$ cat config.mk
export PLATFORM = sky130hd
export DESIGN_NAME = murmur3_32_stream_hash_core
export DESIGN_NICKNAME = d
export VERILOG_FILES = /design/src/rtl/mm3_pkg.sv /design/src/rtl/mm3_front.sv /design/src/rtl/mm3_queue.sv /design/src/rtl/mm3_back.sv /design/src/rtl/murmur3_32_stream_hash_core.sv
export SDC_FILE = /design/constraint.sdc
export NUM_CORES = 2
export LEC_CHECK = 0
export ABC_AREA = 1
export BUFFER_PORTS_ARGS = -buffer_cell sky130_fd_sc_hd__buf_2
export CORE_MARGIN = 8
export CORE_UTILIZATION = 45
export CTS_CLUSTER_DIAMETER = 50
export CTS_CLUSTER_SIZE = 12
export DETAILED_ROUTE_END_ITERATION = 8
export PLACE_DENSITY = 0.66
export SYNTH_ARGS = -nofsm -noshare
export SYNTH_HDL_FRONTEND = slang
export SYNTH_HIERARCHICAL = 1
export SYNTH_SLANG_ARGS = --single-unit
$ cat constraint.sdc
create_clock -name clk -period 9.45 [get_ports clk]
set_input_delay 0 -clock clk [delete_from_list [all_inputs] [get_ports clk]]
set_output_delay 0 -clock clk [all_outputs]
set_load 0.02 [all_outputs]
$ cat src/rtl/mm3_pkg.sv
// ----------------------------------------------------------------------------
// MurmurHash3 x86_32 shared definitions
// Constants, queue entry types and small bit functions used by the front,
// the queue and the back end of the streaming hash core.
// ----------------------------------------------------------------------------
package mm3_pkg;

  // Scramble, mix and finalizer constants of the x86_32 scheme.
  localparam logic [31:0] MM_C1  = 32'hcc9e2d51;
  localparam logic [31:0] MM_C2  = 32'h1b873593;
  localparam logic [31:0] MM_ADD = 32'he6546b64;
  localparam logic [31:0] MM_F1  = 32'h85ebca6b;
  localparam logic [31:0] MM_F2  = 32'hc2b2ae35;
  localparam logic [31:0] MM_MUL = 32'd5;

  // Byte count of a full word.
  localparam logic [2:0] FULL_BYTES = 3'd4;

  // Depth of the queue between front and back.
  localparam int QUEUE_DEPTH = 2;
  localparam int QUEUE_PTR_W = $clog2(QUEUE_DEPTH);

  // One scrambled item as the back end consumes it.
  typedef struct packed {
    logic [31:0] k;     // scrambled block, zero for an empty tail
    logic [2:0]  inc;   // bytes the item adds to the message length
    logic        full;  // apply the rotate-multiply-add step
    logic        last;  // final item of the message
  } mm3_entry_t;

  // Queue status seen by both sides.
  typedef struct packed {
    logic full;
    logic empty;
  } mm3_qstat_t;

  // Mask that keeps the valid tail bytes of a final word.
  function automatic logic [31:0] tail_mask(input logic [2:0] count);
    logic [31:0] mask;
    unique case (count)
      3'd1:    mask = 32'h0000_00ff;
      3'd2:    mask = 32'h0000_ffff;
      3'd3:    mask = 32'h00ff_ffff;
      default: mask = 32'h0000_0000;
    endcase
    return mask;
  endfunction

  function automatic logic [31:0] rotl15(input logic [31:0] x);
    return {x[16:0], x[31:17]};
  endfunction

  function automatic logic [31:0] rotl13(input logic [31:0] x);
    return {x[18:0], x[31:19]};
  endfunction

endpackage

$ cat src/rtl/mm3_front.sv
// ----------------------------------------------------------------------------
// MurmurHash3 front end
// Accepts items, classifies them as full words or tails, masks unused tail
// bytes and scrambles the block in two multiply stages before queueing it.
// ----------------------------------------------------------------------------
module mm3_front (
  input  logic                clk,
  input  logic                rst,
  input  logic                in_valid,
  output logic                in_stall,
  input  logic [31:0]         data_word,
  input  logic [2:0]          byte_count,
  input  logic                last,
  input  mm3_pkg::mm3_qstat_t q_stat,
  output logic                q_push,
  output mm3_pkg::mm3_entry_t q_data
);
  import mm3_pkg::*;

  logic        busy;
  logic [31:0] k1;
  logic [2:0]  inc;
  logic        full;
  logic        last_q;

  logic        accept;
  logic        word_full;
  logic [31:0] masked;

  // Classify the incoming item: a word is full unless it is a short final one.
  always_comb begin
    word_full = !last || (byte_count >= FULL_BYTES);
    masked    = word_full ? data_word : (data_word & tail_mask(byte_count));
  end

  // The held item leaves whenever the queue has room, so a new one may enter.
  assign q_push   = busy && !q_stat.full;
  assign in_stall = busy && q_stat.full;
  assign accept   = in_valid && !in_stall;

  // Second scramble stage feeds the queue directly.
  always_comb begin
    q_data.k    = rotl15(k1) * MM_C2;
    q_data.inc  = inc;
    q_data.full = full;
    q_data.last = last_q;
  end

  // First scramble stage and item hold register.
  always_ff @(posedge clk) begin
    if (rst) begin
      busy <= 1'b0;
    end else begin
      if (accept) begin
        busy   <= 1'b1;
        k1     <= masked * MM_C1;
        inc    <= word_full ? FULL_BYTES : byte_count;
        full   <= word_full;
        last_q <= last;
      end else if (q_push) begin
        busy <= 1'b0;
      end
    end
  end

  // An item taken while another is held must push the held one out.
  a_accept_drains: assert property (@(posedge clk) disable iff (rst)
    (accept && busy) |-> q_push)
    else $error("front accepted an item over one that was not queued");

endmodule

$ cat src/rtl/mm3_queue.sv
// ----------------------------------------------------------------------------
// MurmurHash3 item queue
// A short register queue that decouples the scramble front from the
// accumulate and finalize back end.
// ----------------------------------------------------------------------------
module mm3_queue (
  input  logic                clk,
  input  logic                rst,
  input  logic                push,
  input  mm3_pkg::mm3_entry_t wr_data,
  input  logic                pop,
  output mm3_pkg::mm3_entry_t rd_data,
  output mm3_pkg::mm3_qstat_t stat
);
  import mm3_pkg::*;

  mm3_entry_t             entries [QUEUE_DEPTH];
  logic [QUEUE_PTR_W-1:0] wr_ptr;
  logic [QUEUE_PTR_W-1:0] rd_ptr;
  logic [QUEUE_PTR_W:0]   count;

  logic do_push;
  logic do_pop;

  assign stat.full  = (count == (QUEUE_PTR_W + 1)'(QUEUE_DEPTH));
  assign stat.empty = (count == '0);
  assign do_push    = push && !stat.full;
  assign do_pop     = pop && !stat.empty;
  assign rd_data    = entries[rd_ptr];

  // Circular pointers and occupancy.
  always_ff @(posedge clk) begin
    if (rst) begin
      wr_ptr <= '0;
      rd_ptr <= '0;
      count  <= '0;
    end else begin
      if (do_push) begin
        entries[wr_ptr] <= wr_data;
        wr_ptr <= (wr_ptr == QUEUE_PTR_W'(QUEUE_DEPTH - 1)) ? '0 : wr_ptr + 1'b1;
      end
      if (do_pop) begin
        rd_ptr <= (rd_ptr == QUEUE_PTR_W'(QUEUE_DEPTH - 1)) ? '0 : rd_ptr + 1'b1;
      end
      unique case ({do_push, do_pop})
        2'b10:   count <= count + 1'b1;
        2'b01:   count <= count - 1'b1;
        default: count <= count;
      endcase
    end
  end

  // The front must never offer an item to a full queue.
  a_no_push_full: assert property (@(posedge clk) disable iff (rst)
    push |-> !stat.full)
    else $error("push into a full queue");

  a_count_range: assert property (@(posedge clk) disable iff (rst)
    count <= (QUEUE_PTR_W + 1)'(QUEUE_DEPTH))
    else $error("queue occupancy out of range");

endmodule

$ cat src/rtl/mm3_back.sv
// ----------------------------------------------------------------------------
// MurmurHash3 back end
// Mixes scrambled items into the running hash, counts message bytes and runs
// the fmix32 finalizer through ST_MIX1, ST_MIX2 and ST_EMIT into the output register.
// ----------------------------------------------------------------------------
module mm3_back (
  input  logic                clk,
  input  logic                rst,
  input  logic                cfg_write,
  input  logic [31:0]         cfg_data,
  input  mm3_pkg::mm3_entry_t q_head,
  input  mm3_pkg::mm3_qstat_t q_stat,
  output logic                q_pop,
  output logic                out_valid,
  input  logic                out_stall,
  output logic [31:0]         hash_value
);
  import mm3_pkg::*;

  typedef enum logic [1:0] {
    ST_ACC,
    ST_MIX1,
    ST_MIX2,
    ST_EMIT
  } state_t;

  state_t      state;
  logic [31:0] seed;
  logic [31:0] running_hash;
  logic [31:0] message_bytes;
  logic        in_message;
  logic [31:0] fin;

  logic [31:0] base_hash;
  logic [31:0] base_bytes;
  logic [31:0] mixed;
  logic [31:0] acc_hash;
  logic [31:0] acc_bytes;
  logic [31:0] fin_x;
  logic        out_load;

  // Accumulate step: a new message starts from the seed and a zero length.
  always_comb begin
    base_hash  = in_message ? running_hash : seed;
    base_bytes = in_message ? message_bytes : 32'd0;
    mixed      = base_hash ^ q_head.k;
    acc_hash   = q_head.full ? (rotl13(mixed) * MM_MUL + MM_ADD) : mixed;
    acc_bytes  = base_bytes + 32'(q_head.inc);
    fin_x      = acc_hash ^ acc_bytes;
  end

  assign q_pop    = (state == ST_ACC) && !q_stat.empty;
  assign out_load = (state == ST_EMIT) && (!out_valid || !out_stall);

  // Sequencer, hash state and output register.
  always_ff @(posedge clk) begin
    if (rst) begin
      state         <= ST_ACC;
      seed          <= 32'd0;
      running_hash  <= 32'd0;
      message_bytes <= 32'd0;
      in_message    <= 1'b0;
      out_valid     <= 1'b0;
    end else begin
      if (cfg_write) begin
        seed <= cfg_data;
      end
      // A new result replaces the one being taken; otherwise a taken one clears.
      if (out_load) begin
        out_valid <= 1'b1;
      end else if (out_valid && !out_stall) begin
        out_valid <= 1'b0;
      end
      unique case (state)
        ST_ACC: begin
          if (q_pop) begin
            running_hash  <= acc_hash;
            message_bytes <= acc_bytes;
            if (q_head.last) begin
              in_message <= 1'b0;
              fin        <= fin_x ^ (fin_x >> 16);
              state      <= ST_MIX1;
            end else begin
              in_message <= 1'b1;
            end
          end
        end
        ST_MIX1: begin
          fin   <= fin * MM_F1;
          state <= ST_MIX2;
        end
        ST_MIX2: begin
          fin   <= (fin ^ (fin >> 13)) * MM_F2;
          state <= ST_EMIT;
        end
        ST_EMIT: begin
          if (out_load) begin
            hash_value <= fin ^ (fin >> 16);
            state      <= ST_ACC;
          end
        end
      endcase
    end
  end

  // A final item closes the message and starts the finalizer.
  a_last_closes: assert property (@(posedge clk) disable iff (rst)
    (q_pop && q_head.last) |=> (!in_message && state == ST_MIX1))
    else $error("final item did not close the message");

  // A result appears only from the last finalizer step.
  a_result_source: assert property (@(posedge clk) disable iff (rst)
    $rose(out_valid) |-> $past(state == ST_EMIT))
    else $error("result raised outside the finalizer");

endmodule

$ cat src/rtl/murmur3_32_stream_hash_core.sv
// Streaming MurmurHash3 x86_32. A message arrives as little-endian 32-bit
// words, one item per cycle while in_stall is low; the item flagged last may
// carry 0 to 3 tail bytes, and byte_count is read only on that item. The seed
// register is sampled when the first item of a message reaches the back end,
// so write it only while the core is idle. Within a message the core
// sustains one item per cycle when not stalled: the front scrambles each
// word in two multiply stages and the back folds it into the running hash as
// it pops it from the queue. Each final item sends the back end through the
// MIX1, MIX2 and EMIT states, which finish the finalizer and load the output
// register; meanwhile the back end takes no new item and the two-entry queue
// and the front absorb up to three more. The result is held in the output
// register until taken, and the core keeps accepting meanwhile.
// ----------------------------------------------------------------------------
// MurmurHash3 x86_32 stream hash core
// Top level joining the scramble front, the item queue and the mix and
// finalize back end.
// ----------------------------------------------------------------------------
module murmur3_32_stream_hash_core (
  input  logic        clk,
  input  logic        rst,
  input  logic        cfg_write,
  input  logic [31:0] cfg_data,
  input  logic        in_valid,
  output logic        in_stall,
  input  logic [31:0] data_word,
  input  logic [2:0]  byte_count,
  input  logic        last,
  output logic        out_valid,
  input  logic        out_stall,
  output logic [31:0] hash_value
);
  import mm3_pkg::*;

  mm3_entry_t q_wr_data;
  mm3_entry_t q_head;
  mm3_qstat_t q_stat;
  logic       q_push;
  logic       q_pop;

  // Front: classify and scramble each item.
  mm3_front u_front (
    .clk        (clk),
    .rst        (rst),
    .in_valid   (in_valid),
    .in_stall   (in_stall),
    .data_word  (data_word),
    .byte_count (byte_count),
    .last       (last),
    .q_stat     (q_stat),
    .q_push     (q_push),
    .q_data     (q_wr_data)
  );

  // Queue between the two halves.
  mm3_queue u_queue (
    .clk     (clk),
    .rst     (rst),
    .push    (q_push),
    .wr_data (q_wr_data),
    .pop     (q_pop),
    .rd_data (q_head),
    .stat    (q_stat)
  );

  // Back: accumulate, finalize and deliver the hash.
  mm3_back u_back (
    .clk        (clk),
    .rst        (rst),
    .cfg_write  (cfg_write),
    .cfg_data   (cfg_data),
    .q_head     (q_head),
    .q_stat     (q_stat),
    .q_pop      (q_pop),
    .out_valid  (out_valid),
    .out_stall  (out_stall),
    .hash_value (hash_value)
  );

endmodule
==> flow_summary.toml <==
[hold_path]
holdPathStages = 4
holdPathEnd = "u_back/seed[27]$_SDFFE_PP0P_"
min_path_type = "primary input to flop"
hold_path.startpoint = "cfg_write"

[die]
die_y_um = 355
num_rows = 124
design.core.area_um2 = 114000
dieWidth_um = 355
ios = 107
die-area_um2 = 126000
initial_utilization_pct = 45.3

[place]
hpwl_um = 137000
routabilityCongestion = 1.02
io_buffers = 106

[clocking]
clk_pin_slew_worst_paths_ps = 60
cts_made_buffers = 44
h-tree-depth = 2
clockBufferDepth = 3
cts.sinks = 281
worstSkewPairLatency_ps = 620
cts_root_buf = "clkbuf_16"
post_cts_resized = 0
cts_tree = "done"
postCtsSetupRepairBufs = 0

[drt]
finalWirelength_um = 157000
vias = 40509
vias_per_cell = 5.16
dr.first_iter.drc_count = 3076
wl_per_cell_um = 20.1
final_antenna_net_count = 0
dr.pass1.iters = 7
drc_errors = 0

[logic_synthesis]
async_flop_share_pct = 0
ys_types = 61
synth_area_leaders = "fa_1, ha_1, inv_1"
synth_common_cells = "inv_1, nand2_1, ha_1, fa_1, nor2_1"
dominantRegCellSynth = "edfxtp_1"
netlist.area_leader.share_pct = 28.4
yosysSeqAreaShare_pct = 14.3
yosysMostFrequentCell = "inv_1"
post-synth-top-area-cell = "fa_1"
syn_avg_cell_area_um2 = 8.43
synth_edf_count = 175
yosys_warnings = 6
yosys_register_bits = 281
syn-cell-area_um2 = 51800
netlist_instances = 6138
synth_nets = 7749

[timing]
min_period_ps = 7950
relSlewSlack_pct = 30.8
hold_violations = 0
finalCritPeriodShare_pct = 84.1
setup_violations = 0
setup-tns-final_ps = 0
worst_slew_pin_slew_ps = 1030
slew_violations = 0
clock_skew_ps = 50.1
grt_setup_unrepaired = "no"
max_freq_mhz = 126

[final_layout]
final-seq-area_um2 = 7380
n_antenna_cell = 0
fillers = 10963
utilization_pct = 49.1
area_growth_pct = 8.44
multi_input_area_um2 = 37700
fin_nets = 7909
drive_above_1_share_pct = 4.83

[run_status]
status = "completed"

[global_route]
grt_pass1_wl_um = 243000
grt_max_degree = 72
grt_pass1_vias = 41749
use_met3_pct = 3.90
grt-ovfl-total = 0
gr-max-usage-layer = "met2"
grt.met1_usage_pct = 32.6
grt_use_total_pct = 24.9
antenna_found_initial = 1
met2_usage_pct = 41.8

[critical_path]
start_kind = "flop"
rr_worst_depth = 27
rrSetupSlack_ps = 1500
r2r_end = "u_back/fin[20]$_DFFE_PP_"
cp-end-kind = "flop"
critPathArrivalTime_ps = 8250
r2r-start = "u_back/fin[17]$_DFFE_PP_"
cp.required_ps = 9750
max_stage_delay_ps = 940
worst-path-max-fanout = 10
path_class = "flop to flop"
critPathSlowestCell = "xnor2_1"

[job]
cap_viol_max_count = 0
[metal layers]
layer	vias up	part of all wire (%)
li1	19214	-
met1	19663	42
met2	1338	47
met3	292	6.5
met4	2	4.1
met5	-	0.0083
[area by class of cell]
type / count / area share [%]
clock buffers: 56 / 2.08
clock inverters: 26 / 0.600
inverters: 1687 / 11.3
multi-input cells: 4090 / 67.1
flip-flops and latches: 281 / 13.1
well taps: 1512 / 3.37
repair buffers: 194 / 2.40
[critical path, delay by kind of cell, from the launching register on]
family	cells	cell delay, ps
and+or+nand+nor	5	390
AOI/OAI and AO/OA	6	1120
adders and majority gates	9	3960
buffers and inverters	6	530
xor gates and xnor gates	1	940
DFF	1	690
[how the worst max path moves through the flow]
stage | start | to | cells after the start
finish | u_back/fin[17]$_DFFE_PP_ | u_back/fin[20]$_DFFE_PP_ | 27
global route | u_back/fin[17]$_DFFE_PP_ | u_back/fin[20]$_DFFE_PP_ | 27
CTS | u_back/fin[17]$_DFFE_PP_ | u_back/fin[20]$_DFFE_PP_ | 27
detailed placement | u_back/fin[17]$_DFFE_PP_ | u_back/fin[20]$_DFFE_PP_ | 27
global placement | u_back/fin[17]$_DFFE_PP_ | u_back/fin[20]$_DFFE_PP_ | 27
floorplan | u_back/fin[22]$_DFFE_PP_ | u_back/fin[27]$_DFFE_PP_ | 29
[layout by cell type, fill, tap and decap left out, types with 16 or more instances in the layout]
cell type	netlist	routed
a21o_1	18	18
a21oi_1	238	238
buf_2	8	106
buf_4	4	25
clkbuf_16	0	44
dfxtp_1	106	104
dlygate4sd3_1	0	63
edfxtp_1	175	175
fa_1	735	735
ha_1	803	803
inv_1	1669	1668
mux2_4	30	30
nand2_1	966	966
nand3_1	250	250
nand3b_1	25	25
nand4_1	44	44
nor2_1	329	326
nor3_1	37	35
o211ai_1	17	17
o21ai_0	237	237
o21ai_1	18	18
o21bai_1	16	16
xnor2_1	79	79
xor2_1	148	148
[repair_timing]
action	in CTS	in global routing
endpoints found under the hold margin	39	1
setup endpoints to repair	0	0
hold buffers	62	1
[state kept, by name, indices dropped and copies added, names as in the netlist, 2 cells and up, named ones only]
signal	cells
u_queue/count	2
u_back/fin	32
u_back/seed	32
u_back/message_bytes	32
u_front/k1	32
u_back/state	2
u_back/hash_value	32
u_front/inc	3
u_back/running_hash	32
u_queue/entries	74
[through the flow]
stage                     worst slack [ps]  instance area (µm²)  hold slack [ps]  instances
after floorplan                       2690                51800             69.1       6138
after global placement                1650                54000              225       7701
after detailed placement              1590                54000              229       7701
after CTS                             1560                56100             3.79       7845
after global routing                  1200                56100             53.9       7846
final                                 1500                56100             41.6       7846
[cell families (layout without fill, tap and decap cells)]
kind of cell               after synthesis  after routing  synth area share, %
xor gates and xnor gates               228            228                 3.87
DFF                                    281            281                 14.3
muxes                                   38             38                 1.04
adders and majority gates             1538           1538                 47.8
buffers and inverters                 1767           1963                 13.0
AOI/OAI and AO/OA                      587            587                 6.14
and+or+nand+nor                       1699           1699                 13.8
Power is not shown: default switching activity piles up to over one toggle a cycle in this logic, so the estimate is an artifact.
